==> src/design/wsd_pkg.sv <==
// ----------------------------------------------------------------------------
// wsd_pkg: shared types and constants of the WebSocket frame deframer
// Parse phases, frame kinds, header bit masks and the result record that
// travels from the parser to the output buffer.
// ----------------------------------------------------------------------------
package wsd_pkg;

	// Parse phases
	typedef enum logic [1:0] {
		PH_IDLE    = 2'd0,
		PH_HEADER  = 2'd1,
		PH_PAYLOAD = 2'd2,
		PH_DROP    = 2'd3
	} phase_t;

	// Frame kinds reported on each result
	localparam logic [2:0] KIND_COMPLETE  = 3'd0;
	localparam logic [2:0] KIND_FRAGMENT  = 3'd1;
	localparam logic [2:0] KIND_FINAL     = 3'd2;
	localparam logic [2:0] KIND_PING      = 3'd3;
	localparam logic [2:0] KIND_PONG      = 3'd4;
	localparam logic [2:0] KIND_CLOSE     = 3'd5;
	localparam logic [2:0] KIND_ERROR     = 3'd6;

	// Opcodes
	localparam logic [3:0] OP_LAST_DATA   = 4'h2;
	localparam logic [3:0] OP_CLOSE       = 4'h8;
	localparam logic [3:0] OP_PING        = 4'h9;
	localparam logic [3:0] OP_PONG        = 4'hA;

	// Header fields
	localparam logic [7:0] HDR_FIN_MASK   = 8'h80;
	localparam logic [7:0] HDR_RSV1_MASK  = 8'h40;
	localparam logic [7:0] HDR_OP_MASK    = 8'h0f;
	localparam logic [7:0] HDR_LEN_MASK   = 8'h7f;
	localparam logic [6:0] LEN_EXT16      = 7'd126;
	localparam logic [6:0] LEN_EXT64      = 7'd127;
	localparam logic [1:0] KEY_IDX_MASK   = 2'h3;
	localparam logic [15:0] NO_STATUS_CODE = 16'd1005;

	// One result item
	typedef struct packed {
		logic [7:0]  payload_byte;
		logic        data_valid;
		logic [2:0]  frame_kind;
		logic [3:0]  frame_opcode;
		logic        fin_bit;
		logic        compressed_bit;
		logic [63:0] payload_length;
		logic [15:0] close_code;
		logic        frame_end;
	} result_t;

	// Kind of the current frame from its opcode, fin and message state
	function automatic logic [2:0] kind_of(input logic [3:0] opcode, input logic fin,
		input logic frag_open);
		logic [2:0] k;
		if (opcode <= OP_LAST_DATA) begin
			if (!fin)
				k = KIND_FRAGMENT;
			else
				k = frag_open ? KIND_FINAL : KIND_COMPLETE;
		end else if (opcode == OP_CLOSE) begin
			k = KIND_CLOSE;
		end else if (opcode == OP_PING) begin
			k = KIND_PING;
		end else if (opcode == OP_PONG) begin
			k = KIND_PONG;
		end else begin
			k = KIND_ERROR;
		end
		return k;
	endfunction

	// Number of extended length bytes selected by the 7-bit length
	function automatic logic [3:0] ext_bytes(input logic [6:0] short_len);
		logic [3:0] n;
		if (short_len == LEN_EXT16)
			n = 4'd2;
		else if (short_len == LEN_EXT64)
			n = 4'd8;
		else
			n = 4'd0;
		return n;
	endfunction

endpackage

==> src/design/wsd_parse.sv <==
// ----------------------------------------------------------------------------
// wsd_parse: frame header parser and payload unmasker
// Updates the parse state on every accepted byte and forms the result that
// the byte causes, if any, in the same cycle.
// ----------------------------------------------------------------------------
module wsd_parse (
	input  logic             clk,
	input  logic             arst_n,
	input  logic             step,
	input  logic [7:0]       rx_byte,
	output logic             res_push,
	output wsd_pkg::result_t res
);

	wsd_pkg::phase_t phase_q, phase_next;
	logic [3:0]  hdr_idx_q, hdr_idx_next;
	logic        fin_q, fin_next;
	logic        rsv1_q, rsv1_next;
	logic [3:0]  opcode_q, opcode_next;
	logic        mask_q, mask_next;
	logic [6:0]  short_len_q, short_len_next;
	logic [63:0] length_q, length_next;
	logic [31:0] key_q, key_next;
	logic [63:0] left_q, left_next;
	logic [1:0]  key_idx_q, key_idx_next;
	logic        frag_open_q, frag_open_next;
	logic [15:0] code_acc_q, code_acc_next;
	logic [1:0]  pos_q, pos_next;

	// Header byte decode
	logic        hdr_first;
	logic        hdr_mask;
	logic [6:0]  hdr_short;
	logic [3:0]  hdr_ext;
	logic [3:0]  hdr_total;
	logic [3:0]  hdr_idx_inc;
	logic [63:0] hdr_length;
	logic [31:0] hdr_key;
	logic        hdr_done;
	logic [2:0]  kind;
	logic        frag_after;

	// Payload byte decode
	logic [7:0]  key_byte;
	logic [7:0]  data;
	logic [15:0] acc_new;
	logic        pay_end;
	logic        left_le1;

	assign hdr_first = (hdr_idx_q <= 4'd1);
	assign hdr_mask  = hdr_first ? rx_byte[7] : mask_q;
	assign hdr_short = hdr_first ? (rx_byte[6:0] & wsd_pkg::HDR_LEN_MASK[6:0]) : short_len_q;
	assign hdr_ext   = wsd_pkg::ext_bytes(hdr_short);
	assign hdr_total = 4'd2 + hdr_ext + (hdr_mask ? 4'd4 : 4'd0);
	assign hdr_idx_inc = hdr_first ? 4'd2 : hdr_idx_q + 4'd1;
	assign hdr_done  = (hdr_idx_inc >= hdr_total);

	// Shift extended length bytes first, then key bytes
	always_comb begin
		hdr_length = length_q;
		hdr_key    = key_q;
		if (hdr_first) begin
			hdr_length = (hdr_short < wsd_pkg::LEN_EXT16) ? {57'd0, hdr_short} : 64'd0;
			hdr_key    = 32'd0;
		end else if (hdr_idx_q < 4'd2 + hdr_ext) begin
			hdr_length = {length_q[55:0], rx_byte};
		end else begin
			hdr_key = {key_q[23:0], rx_byte};
		end
	end

	assign kind       = wsd_pkg::kind_of(opcode_q, fin_q, frag_open_q);
	assign frag_after = (opcode_q <= wsd_pkg::OP_LAST_DATA) ? !fin_q : frag_open_q;

	// Unmask with key byte (index mod 4), most significant byte first
	always_comb begin
		unique case (key_idx_q & wsd_pkg::KEY_IDX_MASK)
			2'd0:    key_byte = key_q[31:24];
			2'd1:    key_byte = key_q[23:16];
			2'd2:    key_byte = key_q[15:8];
			default: key_byte = key_q[7:0];
		endcase
	end
	assign data = rx_byte ^ (mask_q ? key_byte : 8'd0);

	// Collect the close code from the first two payload bytes
	always_comb begin
		unique case (pos_q)
			2'd0:    acc_new = {data, 8'd0};
			2'd1:    acc_new = {code_acc_q[15:8], data};
			default: acc_new = code_acc_q;
		endcase
	end
	assign pay_end  = (left_q == 64'd1);
	assign left_le1 = (left_q <= 64'd1);

	// Next state
	always_comb begin
		phase_next     = phase_q;
		hdr_idx_next   = hdr_idx_q;
		fin_next       = fin_q;
		rsv1_next      = rsv1_q;
		opcode_next    = opcode_q;
		mask_next      = mask_q;
		short_len_next = short_len_q;
		length_next    = length_q;
		key_next       = key_q;
		left_next      = left_q;
		key_idx_next   = key_idx_q;
		frag_open_next = frag_open_q;
		code_acc_next  = code_acc_q;
		pos_next       = pos_q;
		if (step) begin
			unique case (phase_q)
				wsd_pkg::PH_IDLE: begin
					fin_next     = |(rx_byte & wsd_pkg::HDR_FIN_MASK);
					rsv1_next    = |(rx_byte & wsd_pkg::HDR_RSV1_MASK);
					opcode_next  = 4'(rx_byte & wsd_pkg::HDR_OP_MASK);
					hdr_idx_next = 4'd1;
					phase_next   = wsd_pkg::PH_HEADER;
				end
				wsd_pkg::PH_HEADER: begin
					mask_next      = hdr_mask;
					short_len_next = hdr_short;
					length_next    = hdr_length;
					key_next       = hdr_key;
					hdr_idx_next   = hdr_idx_inc;
					if (hdr_done) begin
						hdr_idx_next  = 4'd0;
						left_next     = hdr_length;
						key_idx_next  = 2'd0;
						code_acc_next = 16'd0;
						pos_next      = 2'd0;
						if (kind == wsd_pkg::KIND_ERROR) begin
							phase_next = (hdr_length != 64'd0) ? wsd_pkg::PH_DROP
								: wsd_pkg::PH_IDLE;
						end else if (hdr_length == 64'd0) begin
							frag_open_next = frag_after;
							phase_next     = wsd_pkg::PH_IDLE;
						end else begin
							phase_next = wsd_pkg::PH_PAYLOAD;
						end
					end
				end
				wsd_pkg::PH_PAYLOAD: begin
					code_acc_next = acc_new;
					key_idx_next  = key_idx_q + 2'd1;
					left_next     = left_q - 64'd1;
					pos_next      = (pos_q == 2'd2) ? pos_q : pos_q + 2'd1;
					if (pay_end) begin
						frag_open_next = frag_after;
						phase_next     = wsd_pkg::PH_IDLE;
					end
				end
				default: begin
					// Drop payload of an unknown-opcode frame
					if (left_q != 64'd0)
						left_next = left_q - 64'd1;
					if (left_le1)
						phase_next = wsd_pkg::PH_IDLE;
				end
			endcase
		end
	end

	// Result of this byte
	always_comb begin
		res_push           = 1'b0;
		res.payload_byte   = 8'd0;
		res.data_valid     = 1'b0;
		res.frame_kind     = kind;
		res.frame_opcode   = opcode_q;
		res.fin_bit        = fin_q;
		res.compressed_bit = rsv1_q;
		res.payload_length = length_q;
		res.close_code     = 16'd0;
		res.frame_end      = 1'b0;
		unique case (phase_q)
			wsd_pkg::PH_HEADER: begin
				res.payload_length = hdr_length;
				res.frame_end      = 1'b1;
				if (kind == wsd_pkg::KIND_CLOSE)
					res.close_code = wsd_pkg::NO_STATUS_CODE;
				res_push = step && hdr_done
					&& ((kind == wsd_pkg::KIND_ERROR) || (hdr_length == 64'd0));
			end
			wsd_pkg::PH_PAYLOAD: begin
				res.payload_byte = data;
				res.data_valid   = 1'b1;
				res.frame_end    = pay_end;
				if (pay_end && kind == wsd_pkg::KIND_CLOSE)
					res.close_code = (length_q >= 64'd2) ? acc_new : wsd_pkg::NO_STATUS_CODE;
				res_push = step;
			end
			default: begin
				res_push = 1'b0;
			end
		endcase
	end

	// Hold control state
	always_ff @(posedge clk or negedge arst_n) begin
		if (!arst_n) begin
			phase_q     <= wsd_pkg::PH_IDLE;
			hdr_idx_q   <= 4'd0;
			fin_q       <= 1'b0;
			rsv1_q      <= 1'b0;
			opcode_q    <= 4'd0;
			mask_q      <= 1'b0;
			short_len_q <= 7'd0;
			length_q    <= 64'd0;
			key_q       <= 32'd0;
			left_q      <= 64'd0;
			key_idx_q   <= 2'd0;
			frag_open_q <= 1'b0;
			code_acc_q  <= 16'd0;
			pos_q       <= 2'd0;
		end else begin
			phase_q     <= phase_next;
			hdr_idx_q   <= hdr_idx_next;
			fin_q       <= fin_next;
			rsv1_q      <= rsv1_next;
			opcode_q    <= opcode_next;
			mask_q      <= mask_next;
			short_len_q <= short_len_next;
			length_q    <= length_next;
			key_q       <= key_next;
			left_q      <= left_next;
			key_idx_q   <= key_idx_next;
			frag_open_q <= frag_open_next;
			code_acc_q  <= code_acc_next;
			pos_q       <= pos_next;
		end
	end

	// A payload phase always has bytes still to come
	a_payload_left: assert property (@(posedge clk) disable iff (!arst_n)
		(phase_q == wsd_pkg::PH_PAYLOAD) |-> (left_q != 64'd0))
		else $error("payload phase with no bytes left");

	// Header index stays within the longest header
	a_hdr_idx_range: assert property (@(posedge clk) disable iff (!arst_n)
		(phase_q == wsd_pkg::PH_HEADER) |-> (hdr_idx_q >= 4'd1 && hdr_idx_q <= 4'd13))
		else $error("header index out of range");

	// Idle phase starts with a cleared header index
	a_idle_idx: assert property (@(posedge clk) disable iff (!arst_n)
		(phase_q == wsd_pkg::PH_IDLE) |-> (hdr_idx_q == 4'd0))
		else $error("idle phase with header index set");

endmodule

==> src/design/wsd_out_buf.sv <==
// ----------------------------------------------------------------------------
// wsd_out_buf: result register with skid stage
// Holds up to two results so the parser can still hand over a result while
// the consumer stalls.
// ----------------------------------------------------------------------------
module wsd_out_buf (
	input  logic             clk,
	input  logic             arst_n,
	input  logic             push,
	input  wsd_pkg::result_t push_res,
	output logic             can_take,
	output logic             out_valid,
	input  logic             out_ready,
	output wsd_pkg::result_t out_res
);

	logic             out_valid_q;
	logic             skid_valid_q;
	wsd_pkg::result_t out_q;
	wsd_pkg::result_t skid_q;
	logic             pop;
	logic             load_out;

	assign pop      = out_valid_q && out_ready;
	assign load_out = !out_valid_q || pop;
	assign can_take = !skid_valid_q;
	assign out_valid = out_valid_q;
	assign out_res   = out_q;

	// Advance valid flags
	always_ff @(posedge clk or negedge arst_n) begin
		if (!arst_n) begin
			out_valid_q  <= 1'b0;
			skid_valid_q <= 1'b0;
		end else if (load_out) begin
			out_valid_q  <= skid_valid_q || push;
			skid_valid_q <= 1'b0;
		end else if (push) begin
			skid_valid_q <= 1'b1;
		end
	end

	// Move payloads: skid drains first, a new request fills the free slot
	always_ff @(posedge clk) begin
		if (load_out) begin
			if (skid_valid_q)
				out_q <= skid_q;
			else if (push)
				out_q <= push_res;
		end else if (push) begin
			skid_q <= push_res;
		end
	end

	// Skid holds data only behind a waiting result
	a_skid_behind: assert property (@(posedge clk) disable iff (!arst_n)
		skid_valid_q |-> out_valid_q)
		else $error("skid full with empty output register");

	// A stalled result with a new request fills the skid
	a_skid_fill: assert property (@(posedge clk) disable iff (!arst_n)
		(out_valid_q && !out_ready && push) |=> skid_valid_q)
		else $error("request lost while output stalled");

endmodule

==> src/design/websocket_frame_deframer.sv <==
// ----------------------------------------------------------------------------
// websocket_frame_deframer: WebSocket frame parser and payload unmasker
// Parses the frame header byte by byte and emits one unmasked result per
// payload byte, one marker for an empty frame and one for an unknown opcode.
//
//   channel  | handshake                    | payload
//   ---------+------------------------------+----------------------------------
//   byte in  | byte_valid / byte_ready      | rx_byte
//   result   | result_valid / result_ready  | payload_byte .. frame_end
//
// One byte is taken per cycle while byte_ready is high; its result, if any,
// is registered in the output register, or in the skid while that stalls.
// The parser state updates in the cycle the byte is accepted. A two-entry
// output buffer (register plus skid) decouples the sides: byte_ready drops
// only while both entries hold results. Reset clears the parser to wait for
// a first header byte with no fragmented message open.
// ----------------------------------------------------------------------------
module websocket_frame_deframer (
	input  logic        clk,
	input  logic        arst_n,
	input  logic        byte_valid,
	output logic        byte_ready,
	input  logic [7:0]  rx_byte,
	output logic        result_valid,
	input  logic        result_ready,
	output logic [7:0]  payload_byte,
	output logic        data_valid,
	output logic [2:0]  frame_kind,
	output logic [3:0]  frame_opcode,
	output logic        fin_bit,
	output logic        compressed_bit,
	output logic [63:0] payload_length,
	output logic [15:0] close_code,
	output logic        frame_end
);

	logic             step;
	logic             res_push;
	wsd_pkg::result_t res;
	wsd_pkg::result_t out_res;

	assign step = byte_valid && byte_ready;

	wsd_parse u_parse (
		.clk      (clk),
		.arst_n   (arst_n),
		.step     (step),
		.rx_byte  (rx_byte),
		.res_push (res_push),
		.res      (res)
	);

	wsd_out_buf u_out_buf (
		.clk       (clk),
		.arst_n    (arst_n),
		.push      (res_push),
		.push_res  (res),
		.can_take  (byte_ready),
		.out_valid (result_valid),
		.out_ready (result_ready),
		.out_res   (out_res)
	);

	// Unpack the result record
	assign payload_byte   = out_res.payload_byte;
	assign data_valid     = out_res.data_valid;
	assign frame_kind     = out_res.frame_kind;
	assign frame_opcode   = out_res.frame_opcode;
	assign fin_bit        = out_res.fin_bit;
	assign compressed_bit = out_res.compressed_bit;
	assign payload_length = out_res.payload_length;
	assign close_code     = out_res.close_code;
	assign frame_end      = out_res.frame_end;

endmodule

==> config.mk <==
export PLATFORM = sky130hd
export DESIGN_NAME = websocket_frame_deframer
export DESIGN_NICKNAME = d
export VERILOG_FILES = /design/src/design/wsd_pkg.sv /design/src/design/wsd_parse.sv /design/src/design/wsd_out_buf.sv /design/src/design/websocket_frame_deframer.sv
export SDC_FILE = /design/constraint.sdc
export NUM_CORES = 1
export LEC_CHECK = 0
export ABC_AREA = 1
export BUFFER_PORTS_ARGS = -buffer_cell sky130_fd_sc_hd__buf_4
export CORE_UTILIZATION = 42
export DETAILED_ROUTE_END_ITERATION = 8
export HOLD_SLACK_MARGIN = 0.1
export PLACE_DENSITY = 0.56
export RECOVER_POWER = 100
export SLEW_MARGIN = 40
export SYNTH_ARGS = -nofsm -noshare
export SYNTH_HDL_FRONTEND = slang
export SYNTH_SLANG_ARGS = --single-unit
==> constraint.sdc <==
create_clock -name clk -period 17.5 [get_ports clk]
set_clock_uncertainty 0.15 [all_clocks]
set_input_delay 2.625 -clock clk [delete_from_list [all_inputs] [get_ports clk]]
set_output_delay 2.625 -clock clk [all_outputs]
set_load 0.02 [all_outputs]
==> summary.md <==
| Metric | Value |
|---|---|
| Net switching power | `0.000462 W` |
| Multi-input gate area | `7970 sq um` |
| Initial DRC Count | `1692` |
| CP Class | `in -> reg` |
| Share of layout cells above drive strength 1 | `4.28%` |
| M1 WL | `28600 um` |
| Pin count of the biggest net entering global routing | `125` |
| EDFF count, synth | `198` |
| Final Cycle Share | `68.8%` |
| Unrepaired setup endpoints after global routing | `false` |
| Critical Path Start | `rx_byte[4]` |
| Path length in cells of the critical path | `26` |
| Commonest non-fill, non-tap cell in the layout | `nand2_1` |
| Async SR Flop Fraction | `50.6%` |
| Worst setup margin | `5460 ps` |
| Critical path's most frequent cell | `nand2_1` |
| Root buf cell | `clkbuf_16` |
| Total Power | `0.00204 W` |
| Max-slew violations | `680` |
| Starting Density | `42.9%` |
| Slew HR | `-284%` |
| Pin slew with the least headroom to its limit | `5760 ps` |
| Top cells by area, synth | `edfxtp_1 29%, dfrtp_1 25%, nand2_1 11%, o21ai_0 5.5%, inv_1 5.3%` |
| Worst-Skew Late Latency | `600 ps` |
| Dpl cells | `3079` |
| WL met2 | `25500 um` |
| TNS Setup | `0 ps` |
| Register share of total power | `49.7%` |
| Antenna diode count | `0` |
| Hold Path Origin | `u_parse.short_len_q[2]` |
| CP max stage cell | `clkbuf_1` |
| Most frequent cells in the layout | `594 x nand2_1, 287 x inv_1, 236 x o21ai_0, 230 x nor2_1, 203 x dfrtp_1` |
| Worst min-delay path category | `reg -> reg` |
| Final GP Congestion | `0.916` |
| Placement row count | `80` |
| Yosys top cell area share | `28.9%` |
| Worst flop-to-flop path endpoint | `u_out_buf.skid_q[59]` |
| Setup violators final | `0` |
| Fmax | `83.0 MHz` |
| Ports | `113` |
| H-tree levels | `2` |
| Gate power share | `3.3%` |
| Power per cell area | `88.9 nW/um^2` |
| Post-DR wirelength/cell | `19.1 um` |
| Die Area | `49900 sq um` |
| Mean Syn Cell Area | `8.39 sq um` |
| Vias in the first global route | `16.3k` |
| Critical path destination | `u_out_buf.skid_q[59]` |
| Die W | `223 um` |
| PortBufs | `112` |
| Longest Clk Path Bufs | `3` |
| Worst VDD drop | `0.0607 mV` |
| Sink Count | `401` |
| Register area | `11000 sq um` |
| Pre-CTS WS | `8760 ps` |
| Antenna Nets Post-Route | `0` |
| Cell Area, Synth | `20600 sq um` |
| NumNets Final | `2544` |
| Run status | `finished, violations left` |
| Critical Path AT | `12040 ps` |
| # DRC | `0` |
| WP data required | `17500 ps` |
| Drt pass-1 iters | `6` |
| Worst path top cell family by delay | `buffers and inverters` |
| Final WL | `60300 um` |
| Met3 WL | `3960 um` |
| Sw Ratio | `22.6%` |
| DP HPWL | `42100 um` |
| Final Hold Viols | `0` |
| Top cell type by total area after synthesis | `edfxtp_1` |
| CTS tree | `yes` |
| Post-CTS setup buffers | `0` |
| Post-route minimum period | `12040 ps` |
| Slowest cell delay on critical path | `1910 ps` |
| Crit path launch type | `input port` |
| CP endpoint kind | `register` |
| Internal power | `0.00158 W` |
| Util after Layout | `47.8%` |
| Hold Buf Count CTS | `0` |
| Vias/cell | `5.48` |
| Clock slew at reported path FFs | `60 ps` |
| Synth warnings | `0` |
| Reg2reg setup slack | `5790 ps` |
| R2R Path Start | `u_parse.hdr_idx_q[1]` |
| Highest metal used | `met4` |
| Fill count | `4753` |
| R2r worst-path depth | `29` |
| Yosys cell types | `45` |
| Layout Cells excl Fill | `3162` |
| Antenna violations before repair | `0` |
| Part of the power in the clock network | `47.0%` |
| #FFs+latches synth | `401` |
| Core area | `48000 sq um` |
| CTS Buf Count | `44` |
| Vias | `17.3k` |
| Total congestion overflow | `0` |
| First-pass GRT wire length | `94800 um` |
| GR Util All Layers | `24.4%` |
| Post-CTS Resized | `0` |
| Sequential area share after synthesis | `53.5%` |
| Die H | `223 um` |
| Post-Syn Instances | `2454` |
| CP Buf/Inv Count | `6` |
| Primary FF master, synth | `dfrtp_1` |
| Leakage | `9.17 nW` |
| CP max FO | `60` |
| Max cap viols | `12` |
| Failing checks | `capacitance limit, slew limit` |
| Syn nets | `2487` |
| Area growth syn-to-layout | `11.4%` |
==> worst min path at each step <==
stage,depth (start not counted),slack [ps],endpoint
final,2,330,u_parse.short_len_q[2]
after floorplan,0,300,u_out_buf.skid_q[86]
after global routing,2,350,u_parse.length_q[13]
after CTS,0,320,u_out_buf.skid_q[81]
after global placement,0,310,u_out_buf.skid_q[81]
after detailed placement,0,310,u_out_buf.skid_q[81]
==> cells in the mapped netlist, types with 3 or more instances <==
| master | number |
|---|---|
| dfrtp_1 | 203 |
| or2_2 | 3 |
| ha_1 | 21 |
| buf_4 | 4 |
| o22ai_1 | 12 |
| buf_1 | 28 |
| clkbuf_1 | 80 |
| mux2_2 | 7 |
| o21ai_1 | 12 |
| o221ai_1 | 7 |
| nor2_1 | 232 |
| nand3_1 | 184 |
| buf_2 | 6 |
| o31ai_1 | 22 |
| inv_1 | 289 |
| a21oi_1 | 75 |
| buf_6 | 5 |
| o21ai_0 | 225 |
| a22o_1 | 3 |
| inv_2 | 3 |
| nand2_1 | 593 |
| nand4_1 | 105 |
| a2bb2oi_1 | 13 |
| a21o_1 | 4 |
| o21a_1 | 5 |
| o211ai_1 | 8 |
| a22oi_1 | 32 |
| nor3_1 | 18 |
| nand2_2 | 4 |
| edfxtp_1 | 198 |
| xnor2_1 | 4 |
| clkinv_1 | 3 |
| xor2_1 | 24 |
| nor4_1 | 6 |
| a31oi_1 | 3 |
| a211oi_1 | 3 |
==> power groups by stage <==
| stage | Clock [W] | Sequential, W | Combinational (W) |
|---|---|---|---|
| detailed placement | 0 | 0.00103 | 0.0000689 |
| CTS | 0.000979 | 0.00101 | 0.0000691 |
| finish | 0.000960 | 0.00101 | 0.0000665 |
| global placement | 0 | 0.00103 | 0.0000666 |
| floorplan | 0 | 0.00103 | 0.0000435 |
| global route | 0.00102 | 0.00102 | 0.0000763 |
==> routing by layer <==
layer / vias to the layer above / track usage (%)
li1: 8368 / -
met1: 8207 / 35.9
met2: 632 / 35.4
met3: 134 / 4.40
met4: 0 / 9.94
met5: - / 0
==> flip-flops by register name (all words and copies together), names as in the netlist, 7 cells and up <==
name and flops:
u_out_buf.out_res 99, u_out_buf.skid_q 99, u_parse.code_acc_q 16, u_parse.key_q 32
u_parse.left_q 64, u_parse.length_q 64, u_parse.short_len_q 7
==> kinds of logic (layout without fill, tap and decap cells) <==
group           Yosys count  count (layout)  synth area share, %
fa+ha+maj                21              21                 1.28
buf+inv                 418             511                 7.91
flops                   401             401                 53.5
simple gates           1151            1151                 23.8
mux                       7               7                0.383
compound gates          428             428                 11.9
xor+xnor                 28              28                 1.19
==> per-stage QoR <==
stage / hold slack (ps) / instance area [sq um]
floorplan: 297 / 20600
global placement: 308 / 21900
detailed placement: 309 / 22000
CTS: 324 / 23500
global route: 353 / 22900
finish: 327 / 22900
==> area by class of cell <==
type                       instances  share of cell area, %
clock inverter                    24                   1.16
sequential                       401                   48.0
timing repair buffer             134                   2.55
tap                              615                   3.35
inverter                         295                   4.83
multi-input combinational       1635                   34.7
clock buffer                      58                   5.33
==> worst reg2reg max path, delay by kind of cell, from the launching register on <==
family                     cells  cell delay (ps)
and+or+nand+nor               18             3720
adders and majority gates      2              490
DFF                            1              400
AOI/OAI and AO/OA              2              320
buffers and inverters          7             6160
(Power assumes the default switching activity.)
